File: src/sv/ctcgc_pkg.sv
// ----------------------------------------------------------------------------
// ctcgc_pkg
// Shared types and constants of the CTC greedy collapse block.
// ----------------------------------------------------------------------------
`default_nettype none

package ctcgc_pkg;

    localparam int CLASS_W   = 16;
    localparam int SCORE_W   = 16;
    localparam int CHARS_W   = 13;
    localparam int ROWLEN_W  = 13;
    localparam int CFG_IDX_W = 2;
    localparam int CFG_DATA_W = 16;

    localparam logic [SCORE_W-1:0] SCORE_ONE = 16'h8000;

    localparam int MAX_ROW_STEPS_DEF = 4096;
    localparam int CLASS_BITS_DEF    = 16;

    // entries of the queue between classifier and result side
    localparam int QUEUE_DEPTH = 4;

    typedef enum logic [CFG_IDX_W-1:0] {
        CFG_BLANK_CLASS    = 2'd0,
        CFG_DICT_SIZE      = 2'd1,
        CFG_ROW_LENGTH     = 2'd2,
        CFG_SCORES_PRESENT = 2'd3
    } t_cfg_index;

    typedef enum logic [1:0] {
        BK_IDLE,
        BK_DIV,
        BK_SUM
    } t_back_state;

    typedef enum logic {
        KIND_CHAR    = 1'b0,
        KIND_SUMMARY = 1'b1
    } t_kind;

    typedef struct packed {
        logic [CLASS_W-1:0] step_class;
        logic [SCORE_W-1:0] step_score;
    } t_in_item;

    typedef struct packed {
        logic               kind;
        logic [CLASS_W-1:0] char_class;
        logic [SCORE_W-1:0] char_score;
        logic               known_char;
        logic [CHARS_W-1:0] row_chars;
        logic [SCORE_W-1:0] row_mean_score;
        logic               run_last;
    } t_out_item;

    // classified step handed from front to back
    typedef struct packed {
        logic               emit;
        logic               row_end;
        logic [CLASS_W-1:0] cls;
        logic [SCORE_W-1:0] score;
        logic               known;
    } t_job;

endpackage

`default_nettype wire

File: src/sv/ctc_greedy_collapse_top.sv
// ----------------------------------------------------------------------------
// ctc_greedy_collapse_top
// CTC greedy collapse of an argmax stream into characters and row summaries.
// ----------------------------------------------------------------------------
// The front takes one time step per cycle and pushes every step that emits a
// character or ends a row into a four-entry job queue; dropped steps are not
// queued. The back turns each job into at most two words: a character word
// lands in the output register at the edge that pops the job, and at a row
// end a summary word follows once a bit-serial divider has formed the row
// mean; the back takes no new job while it divides. The input runs at one
// step per cycle while the queue has room and stalls once it is full.
`default_nettype none

module ctc_greedy_collapse_top import ctcgc_pkg::*; #(
    parameter int MAX_ROW_STEPS = MAX_ROW_STEPS_DEF,
    parameter int CLASS_BITS    = CLASS_BITS_DEF
) (
    input  wire logic                  i_clk,
    input  wire logic                  i_rst_n,
    input  wire logic                  i_cfg_we,
    input  wire logic [CFG_IDX_W-1:0]  i_cfg_index,
    input  wire logic [CFG_DATA_W-1:0] i_cfg_data,
    input  wire logic                  i_in_valid,
    output logic                       o_in_stall,
    input  wire t_in_item              i_in_data,
    output logic                       o_out_valid,
    input  wire logic                  i_out_stall,
    output t_out_item                  o_out_data
);

    logic w_push;
    logic w_full;
    logic w_pop;
    logic w_empty;
    t_job w_push_job;
    t_job w_head_job;

    ctcgc_front #(
        .MAX_ROW_STEPS (MAX_ROW_STEPS),
        .CLASS_BITS    (CLASS_BITS)
    ) u_front (
        .i_clk       (i_clk),
        .i_rst_n     (i_rst_n),
        .i_cfg_we    (i_cfg_we),
        .i_cfg_index (i_cfg_index),
        .i_cfg_data  (i_cfg_data),
        .i_in_valid  (i_in_valid),
        .i_in_data   (i_in_data),
        .o_in_stall  (o_in_stall),
        .i_q_full    (w_full),
        .o_q_push    (w_push),
        .o_q_job     (w_push_job)
    );

    ctcgc_fifo u_fifo (
        .i_clk       (i_clk),
        .i_rst_n     (i_rst_n),
        .i_push      (w_push),
        .i_push_data (w_push_job),
        .o_full      (w_full),
        .i_pop       (w_pop),
        .o_head      (w_head_job),
        .o_empty     (w_empty)
    );

    ctcgc_back #(
        .MAX_ROW_STEPS (MAX_ROW_STEPS)
    ) u_back (
        .i_clk       (i_clk),
        .i_rst_n     (i_rst_n),
        .i_q_empty   (w_empty),
        .i_q_job     (w_head_job),
        .o_q_pop     (w_pop),
        .i_out_stall (i_out_stall),
        .o_out_valid (o_out_valid),
        .o_out_data  (o_out_data)
    );

    // a job is never offered to a full queue
    a_no_push_when_full: assert property (
        @(posedge i_clk) disable iff (!i_rst_n)
        !(w_push && w_full)
    ) else $error("job pushed into full queue");

    // the back never pops an empty queue
    a_no_pop_when_empty: assert property (
        @(posedge i_clk) disable iff (!i_rst_n)
        !(w_pop && w_empty)
    ) else $error("job popped from empty queue");

    // a summary always closes the step's results and its mean stays within one
    a_summary_fields: assert property (
        @(posedge i_clk) disable iff (!i_rst_n)
        (o_out_valid && o_out_data.kind) |->
            (o_out_data.run_last && (o_out_data.row_mean_score <= SCORE_ONE))
    ) else $error("bad summary word");

    // character words carry no row totals
    a_char_fields: assert property (
        @(posedge i_clk) disable iff (!i_rst_n)
        (o_out_valid && !o_out_data.kind) |->
            ((o_out_data.row_chars == '0) && (o_out_data.row_mean_score == '0))
    ) else $error("character word carries row totals");

endmodule

`default_nettype wire

File: src/sv/ctcgc_front.sv
// ----------------------------------------------------------------------------
// ctcgc_front
// Accepts time steps, holds the configuration and classifies each step as
// dropped, emitted character and/or row end.
// ----------------------------------------------------------------------------
`default_nettype none

module ctcgc_front import ctcgc_pkg::*; #(
    parameter int MAX_ROW_STEPS = MAX_ROW_STEPS_DEF,
    parameter int CLASS_BITS    = CLASS_BITS_DEF
) (
    input  wire logic                  i_clk,
    input  wire logic                  i_rst_n,
    input  wire logic                  i_cfg_we,
    input  wire logic [CFG_IDX_W-1:0]  i_cfg_index,
    input  wire logic [CFG_DATA_W-1:0] i_cfg_data,
    input  wire logic                  i_in_valid,
    input  wire t_in_item              i_in_data,
    output logic                       o_in_stall,
    input  wire logic                  i_q_full,
    output logic                       o_q_push,
    output t_job                       o_q_job
);

    localparam int PW = $clog2(MAX_ROW_STEPS + 1);
    localparam int LW = (PW > ROWLEN_W) ? PW : ROWLEN_W;
    localparam int CM = (CLASS_BITS < CLASS_W) ? CLASS_BITS : CLASS_W;
    localparam logic [CLASS_W:0] MASK_FULL =
        ((CLASS_W+1)'(1) << CM) - (CLASS_W+1)'(1);
    localparam logic [CLASS_W-1:0] CLASS_MASK = MASK_FULL[CLASS_W-1:0];

    logic [CLASS_W-1:0]  r_blank_class;
    logic [CLASS_W-1:0]  r_dict_size;
    logic [ROWLEN_W-1:0] r_row_length;
    logic                r_scores_present;

    logic [CLASS_W-1:0]  r_prior_class;
    logic                r_prior_valid;
    logic [PW-1:0]       r_pos;

    logic [CLASS_W-1:0]  w_cls;
    logic [CLASS_W-1:0]  w_blank;
    logic [SCORE_W-1:0]  w_score;
    logic [LW-1:0]       w_len;
    logic [LW-1:0]       w_pos_inc;
    logic                w_row_end;
    logic                w_emit;
    logic                w_accept;

    always_ff @(posedge i_clk) begin
        if (!i_rst_n) begin
            r_blank_class    <= '0;
            r_dict_size      <= '0;
            r_row_length     <= ROWLEN_W'(1);
            r_scores_present <= 1'b1;
        end else if (i_cfg_we) begin
            case (t_cfg_index'(i_cfg_index))
                CFG_BLANK_CLASS:    r_blank_class    <= i_cfg_data[CLASS_W-1:0];
                CFG_DICT_SIZE:      r_dict_size      <= i_cfg_data[CLASS_W-1:0];
                CFG_ROW_LENGTH:     r_row_length     <= i_cfg_data[ROWLEN_W-1:0];
                CFG_SCORES_PRESENT: r_scores_present <= i_cfg_data[0];
                default: ;
            endcase
        end
    end

    always_comb begin
        w_cls   = i_in_data.step_class & CLASS_MASK;
        w_blank = r_blank_class & CLASS_MASK;

        if (!r_scores_present || (i_in_data.step_score > SCORE_ONE)) begin
            w_score = SCORE_ONE;
        end else begin
            w_score = i_in_data.step_score;
        end

        // zero means one step, above the maximum saturates
        if (r_row_length == '0) begin
            w_len = LW'(1);
        end else if (LW'(r_row_length) > LW'(MAX_ROW_STEPS)) begin
            w_len = LW'(MAX_ROW_STEPS);
        end else begin
            w_len = LW'(r_row_length);
        end

        w_pos_inc = LW'(r_pos) + LW'(1);
        w_row_end = (w_pos_inc >= w_len);
        w_emit    = !(r_prior_valid && (w_cls == r_prior_class)) && (w_cls != w_blank);
        w_accept  = i_in_valid && !i_q_full;

        o_in_stall    = i_q_full;
        o_q_push      = w_accept && (w_emit || w_row_end);
        o_q_job.emit    = w_emit;
        o_q_job.row_end = w_row_end;
        o_q_job.cls     = w_cls;
        o_q_job.score   = w_score;
        o_q_job.known   = (w_cls < r_dict_size);
    end

    always_ff @(posedge i_clk) begin
        if (!i_rst_n) begin
            r_prior_class <= '0;
            r_prior_valid <= 1'b0;
            r_pos         <= '0;
        end else if (w_accept) begin
            if (w_row_end) begin
                r_prior_class <= '0;
                r_prior_valid <= 1'b0;
                r_pos         <= '0;
            end else begin
                // blank steps still become the previous class
                r_prior_class <= w_cls;
                r_prior_valid <= 1'b1;
                r_pos         <= w_pos_inc[PW-1:0];
            end
        end
    end

endmodule

`default_nettype wire

File: src/sv/ctcgc_fifo.sv
// ----------------------------------------------------------------------------
// ctcgc_fifo
// Short job queue between the classifier and the result side.
// ----------------------------------------------------------------------------
`default_nettype none

module ctcgc_fifo import ctcgc_pkg::*; (
    input  wire logic i_clk,
    input  wire logic i_rst_n,
    input  wire logic i_push,
    input  wire t_job i_push_data,
    output logic      o_full,
    input  wire logic i_pop,
    output t_job      o_head,
    output logic      o_empty
);

    localparam int AW = (QUEUE_DEPTH > 1) ? $clog2(QUEUE_DEPTH) : 1;
    localparam int CW = $clog2(QUEUE_DEPTH + 1);

    t_job          r_mem [QUEUE_DEPTH];
    logic [AW-1:0] r_wr_ptr;
    logic [AW-1:0] r_rd_ptr;
    logic [CW-1:0] r_count;

    logic          w_push;
    logic          w_pop;

    assign o_full  = (r_count == CW'(QUEUE_DEPTH));
    assign o_empty = (r_count == '0);
    assign o_head  = r_mem[r_rd_ptr];
    assign w_push  = i_push && !o_full;
    assign w_pop   = i_pop && !o_empty;

    always_ff @(posedge i_clk) begin
        if (w_push) begin
            r_mem[r_wr_ptr] <= i_push_data;
        end
    end

    always_ff @(posedge i_clk) begin
        if (!i_rst_n) begin
            r_wr_ptr <= '0;
            r_rd_ptr <= '0;
            r_count  <= '0;
        end else begin
            if (w_push) begin
                r_wr_ptr <= (r_wr_ptr == AW'(QUEUE_DEPTH - 1)) ? '0 : r_wr_ptr + AW'(1);
            end
            if (w_pop) begin
                r_rd_ptr <= (r_rd_ptr == AW'(QUEUE_DEPTH - 1)) ? '0 : r_rd_ptr + AW'(1);
            end
            if (w_push && !w_pop) begin
                r_count <= r_count + CW'(1);
            end else if (w_pop && !w_push) begin
                r_count <= r_count - CW'(1);
            end
        end
    end

endmodule

`default_nettype wire

File: src/sv/ctcgc_back.sv
// ----------------------------------------------------------------------------
// ctcgc_back
// Carries out queued jobs: row totals, character results, and the row mean
// through a bit-serial restoring divider, into the output register.
// ----------------------------------------------------------------------------
`default_nettype none

module ctcgc_back import ctcgc_pkg::*; #(
    parameter int MAX_ROW_STEPS = MAX_ROW_STEPS_DEF
) (
    input  wire logic i_clk,
    input  wire logic i_rst_n,
    input  wire logic i_q_empty,
    input  wire t_job i_q_job,
    output logic      o_q_pop,
    input  wire logic i_out_stall,
    output logic      o_out_valid,
    output t_out_item o_out_data
);

    localparam int PW  = $clog2(MAX_ROW_STEPS + 1);
    localparam int TW  = PW + SCORE_W - 1;
    localparam int DCW = $clog2(TW);

    t_back_state    r_state, n_state;
    logic           r_out_valid, n_out_valid;
    t_out_item      r_out, n_out;
    logic [TW-1:0]  r_tot, n_tot;
    logic [PW-1:0]  r_cnt, n_cnt;
    logic [TW-1:0]  r_div_quo, n_div_quo;
    logic [PW-1:0]  r_div_rem, n_div_rem;
    logic [PW-1:0]  r_div_den, n_div_den;
    logic [DCW-1:0] r_div_step, n_div_step;

    logic           w_out_free;
    logic [TW-1:0]  w_row_tot;
    logic [PW-1:0]  w_row_cnt;
    logic [PW:0]    w_rem_sh;
    logic [PW:0]    w_rem_sub;
    logic           w_ge;

    always_ff @(posedge i_clk) begin
        if (!i_rst_n) begin
            r_state     <= BK_IDLE;
            r_out_valid <= 1'b0;
            r_tot       <= '0;
            r_cnt       <= '0;
        end else begin
            r_state     <= n_state;
            r_out_valid <= n_out_valid;
            r_tot       <= n_tot;
            r_cnt       <= n_cnt;
        end
    end

    always_ff @(posedge i_clk) begin
        r_out      <= n_out;
        r_div_quo  <= n_div_quo;
        r_div_rem  <= n_div_rem;
        r_div_den  <= n_div_den;
        r_div_step <= n_div_step;
    end

    always_comb begin
        w_out_free = !r_out_valid || !i_out_stall;
        w_row_tot  = r_tot + (i_q_job.emit ? TW'(i_q_job.score) : '0);
        w_row_cnt  = r_cnt + (i_q_job.emit ? PW'(1) : '0);

        // one quotient bit per cycle
        w_rem_sh  = {r_div_rem, r_div_quo[TW-1]};
        w_ge      = (w_rem_sh >= {1'b0, r_div_den});
        w_rem_sub = w_rem_sh - {1'b0, r_div_den};

        n_state     = r_state;
        n_out_valid = r_out_valid && i_out_stall;
        n_out       = r_out;
        n_tot       = r_tot;
        n_cnt       = r_cnt;
        n_div_quo   = r_div_quo;
        n_div_rem   = r_div_rem;
        n_div_den   = r_div_den;
        n_div_step  = r_div_step;
        o_q_pop     = 1'b0;

        case (r_state)
            BK_IDLE: begin
                if (!i_q_empty && w_out_free) begin
                    o_q_pop = 1'b1;
                    if (i_q_job.emit) begin
                        n_out_valid         = 1'b1;
                        n_out.kind          = KIND_CHAR;
                        n_out.char_class    = i_q_job.cls;
                        n_out.char_score    = i_q_job.score;
                        n_out.known_char    = i_q_job.known;
                        n_out.row_chars     = '0;
                        n_out.row_mean_score = '0;
                        n_out.run_last      = !i_q_job.row_end;
                    end
                    if (i_q_job.row_end) begin
                        n_tot      = '0;
                        n_cnt      = '0;
                        n_div_quo  = w_row_tot;
                        n_div_den  = w_row_cnt;
                        n_div_rem  = '0;
                        n_div_step = DCW'(TW - 1);
                        n_state    = BK_DIV;
                    end else begin
                        n_tot = w_row_tot;
                        n_cnt = w_row_cnt;
                    end
                end
            end
            BK_DIV: begin
                n_div_rem  = w_ge ? w_rem_sub[PW-1:0] : w_rem_sh[PW-1:0];
                n_div_quo  = {r_div_quo[TW-2:0], w_ge};
                n_div_step = r_div_step - DCW'(1);
                if (r_div_step == '0) begin
                    n_state = BK_SUM;
                end
            end
            BK_SUM: begin
                if (w_out_free) begin
                    n_out_valid          = 1'b1;
                    n_out.kind           = KIND_SUMMARY;
                    n_out.char_class     = '0;
                    n_out.char_score     = '0;
                    n_out.known_char     = 1'b0;
                    n_out.row_chars      = CHARS_W'(r_div_den);
                    n_out.row_mean_score = (r_div_den == '0) ? '0 : r_div_quo[SCORE_W-1:0];
                    n_out.run_last       = 1'b1;
                    n_state              = BK_IDLE;
                end
            end
            default: begin
                n_state = BK_IDLE;
            end
        endcase
    end

    assign o_out_valid = r_out_valid;
    assign o_out_data  = r_out;

endmodule

`default_nettype wire

File: config.mk
export PLATFORM = sky130hd
export DESIGN_NAME = ctc_greedy_collapse_top
export DESIGN_NICKNAME = d
export VERILOG_FILES = /design/src/sv/ctcgc_pkg.sv /design/src/sv/ctc_greedy_collapse_top.sv /design/src/sv/ctcgc_front.sv /design/src/sv/ctcgc_fifo.sv /design/src/sv/ctcgc_back.sv
export SDC_FILE = /design/constraint.sdc
export NUM_CORES = 1
export LEC_CHECK = 0
export BUFFER_PORTS_ARGS = -buffer_cell sky130_fd_sc_hd__buf_2
export CAP_MARGIN = 30
export CORE_MARGIN = 2
export CORE_UTILIZATION = 35
export CTS_CLUSTER_SIZE = 25
export DETAILED_ROUTE_END_ITERATION = 10
export PLACE_DENSITY = 0.52
export SYNTH_ARGS = -nofsm -noshare
export SYNTH_HDL_FRONTEND = slang
export SYNTH_SLANG_ARGS = --single-unit
File: constraint.sdc
create_clock -name i_clk -period 15.3 [get_ports i_clk]
set_input_delay 0.765 -clock i_clk [delete_from_list [all_inputs] [get_ports i_clk]]
set_output_delay 0.765 -clock i_clk [all_outputs]
set_load 0.05 [all_outputs]
==> run metrics <==
Yosys cell types 81; Post-Synth Adder-Cell Area 5.01%; Synthesis Warnings 0; global route total overflow 0; Final Net Count 1791; top_reg_cell synth edfxtp_1; final hold vios 0; placed insts 2297; HP Class input port to flip-flop; Hold-fix buffers, CTS 0; synthesis-to-finish area growth 15.9%; CP Data Required Time 15.72 ns; Core Util, Final 41.0%; Yosys reg bits 392; Post-synth top cells edfxtp_1 (263), nand2_1 (190), dfxtp_1 (129); initial drt markers 767; Post-CTS Setup Bufs 0; Worst-Margin Slew 1.04 ns; Die Y 232 um; largest net degree at the start of global routing 62; setup ws final 10.93 ns; RSZ-0062 raised after global routing no; Pleak 7.65 nW; most frequent cell after synthesis edfxtp_1; fillers 4904; Compound-Gate Fraction of Synth Area 10.5%; total power 4.32 mW; status finished, final reports clean; CTS tree yes; Avg Cell Area, Syn 11.7 sq um; simple-gate share of the synthesized area 14.9%; Clock Sinks 392; gpl congestion 0.823; half-perimeter wire length after placement 28700 um; hold_ws 0.435 ns; Final Cell Area 21100 sq um; Cell Chain, Critical Path buf_4 -> mux4_2 -> and2_1 -> ha_1 -> a21oi_1 -> o21ai_0 -> a41o_1 -> o31ai_2 -> o21ai_0 -> a31oi_1; final setup fails 0; xor-xnor portion of the synthesized cell area 3.76%; post-place instance area 19500 sq um; Power Dens Cells 205 nW/um^2; Detail Route Antenna Nets 0; die area 53700 sq um; Vias per Instance 5.09; Clock Pin Slew Worst Setup and Hold Paths 0.06 ns; Clk Latency, worst-skew pair 0.58 ns; worst-case clock buffer depth 3; Syn Inst Count 1557; number of global-route vias before repair 12100; share of layout cells above drive strength 1 16.0%; Worst setup EP type flip-flop; post-CTS sizing 0; mux cell area share after synthesis 5.37%; largest cells by area after synthesis edfxtp_1 (43%), dfxtp_1 (14%), ha_1 (4.7%), mux4_2 (4.3%), nand2_1 (3.9%); GRT Total Usage 15.9%; final setup TNS 0 ns; Cell Rows 83; Yosys top cell area share 43.5%; router iterations before antenna repair 5; final period utilization 28.6%; Worst path slowest cell o31ai_2; vias 12100; Starting Density 35.4%; Peak supply drop 0.000114 V; core box area 51300 sq um; Crit Path Class flip-flop to flip-flop; Synth area leader edfxtp_1; Arr. time, crit path 4.79 ns; Final Non-Filler Cells 2383; crit path time final 4.37 ns; Root Buffer clkbuf_16; CP max stage delay 0.84 ns; Synth Cell Area 18200 sq um; main combinational cell family by area after synthesis simple AND/OR/NAND/NOR gates; asr flop ratio synth 0%; Seq/Total Area, Yosys 57.7%; WL/cell 17.8 um; pre-CTS setup slack 10.87 ns; CP Launch Type flip-flop; Setup Skew 0.0229 ns; top achievable clock speed 0.229 GHz; first-pass GRT wire length 67400 um; Routed WL 42400 um; number of synthesized flops with an enable pin 263; Storage cell area 10500 sq um; max_slew headroom 30.9%; syn_nets 1683; IO Port Bufs 120; initial antenna violation count 6; # Max-Cap Violations 0; CP max FO 35; residual DRC count 0; Num CTS Buffers 46; CTS H-tree depth 2; Multi-input gate area 7220 sq um; IO Pins 121; most used cell, CP o21ai_0; Max Slew Vio Count 0; Die W 232 um
## power breakdown
group          internal, mW  switching (mW)
sequential             1.48          0.0971
combinational         0.513            1.13
clock                 0.649           0.444
## cell usage in the layout (no fill, tap or decap), types with 7 or more instances in the layout
cell       Yosys  final
edfxtp_1     263    263
nand2_1      190    189
dfxtp_1      129    128
buf_2         11    120
nor2_1       101    101
a21oi_1       96     96
and2_1        79     75
ha_1          68     68
xnor2_1       59     59
inv_1         48     47
clkbuf_16      0     47
o21ai_0       40     40
mux4_2        35     35
a22oi_1       34     34
nand3_1       30     30
nor3_1        26     24
nand4_1       21     21
nor2b_1       21     20
xor2_1        19     19
a21o_1        17     17
a31oi_1       16     16
or3_1         15     15
clkbuf_1      59     14
nor4_1        13     13
and3_1        13     13
mux2i_1       12     12
buf_4          2     11
nand2b_1       8      8
a22o_1         8      8
clkinv_2       0      8
o21a_1         7      7
## routing by layer
layer	global-route usage (%)	part of all wire, %	routed length, um	vias up
met5	0	0.14	59	-
met2	26.6	48	20400	208
met1	21.1	46	19400	5901
li1	-	-	-	5937
met4	4.29	1.9	804	10
met3	3.08	4.3	1810	62
## state kept, by name, summed over array words and instances (netlist names), 16 cells and up, named ones only
name / cells
u_fifo.r_mem: 140
u_back.r_tot: 28
u_back.o_out_data: 64
u_back.r_div_quo: 28
u_front.r_dict_size: 16
u_front.r_prior_class: 16
u_front.r_blank_class: 16
## worst max-delay path: cells and delay by family, from the launching register on
family,cells,cell delay (ns)
fa+ha+maj,1,0.34
simple gates,1,0.21
compound gates,6,2.01
mux,1,0.76
buf+inv,1,0.58
flops,1,0.31
## logic make-up (layout without fill, tap and decap cells)
kind of cell | Yosys count | in the layout
multiplexers | 53 | 53
flip-flops | 392 | 392
buffers and inverters | 126 | 271
adder cells (fa/ha/maj) | 71 | 71
AND/OR/NAND/NOR | 549 | 549
other | 0 | 1
XOR/XNOR | 78 | 78
AO/OA/AOI/OAI | 288 | 288
## cell type report
| class | instances | share of cell area (%) |
|---|---|---|
| timing repair buffer | 137 | 3.79 |
| sequential | 392 | 49.8 |
| clock buffer | 67 | 6.23 |
| clock inverter | 18 | 1.02 |
| tap | 680 | 4.04 |
| inverter | 49 | 0.873 |
| antenna | 1 | 0.0119 |
| multi-input combinational | 1039 | 34.3 |
## worst paths after layout
| check | from | endpoint | slack [ns] | cells past startpoint |
|---|---|---|---|---|
| max | flip-flop | u_back.r_div_quo[27] | 10.93 | 10 |
| min reg2reg | u_front.r_dict_size[13] | u_front.r_dict_size[13] | 0.45 | 2 |
| max reg2reg | flip-flop | u_back.r_div_quo[27] | 10.93 | 10 |
| min | i_cfg_data[15] | u_front.r_dict_size[15] | 0.44 | 3 |
Power figures use the tool's default switching activity.
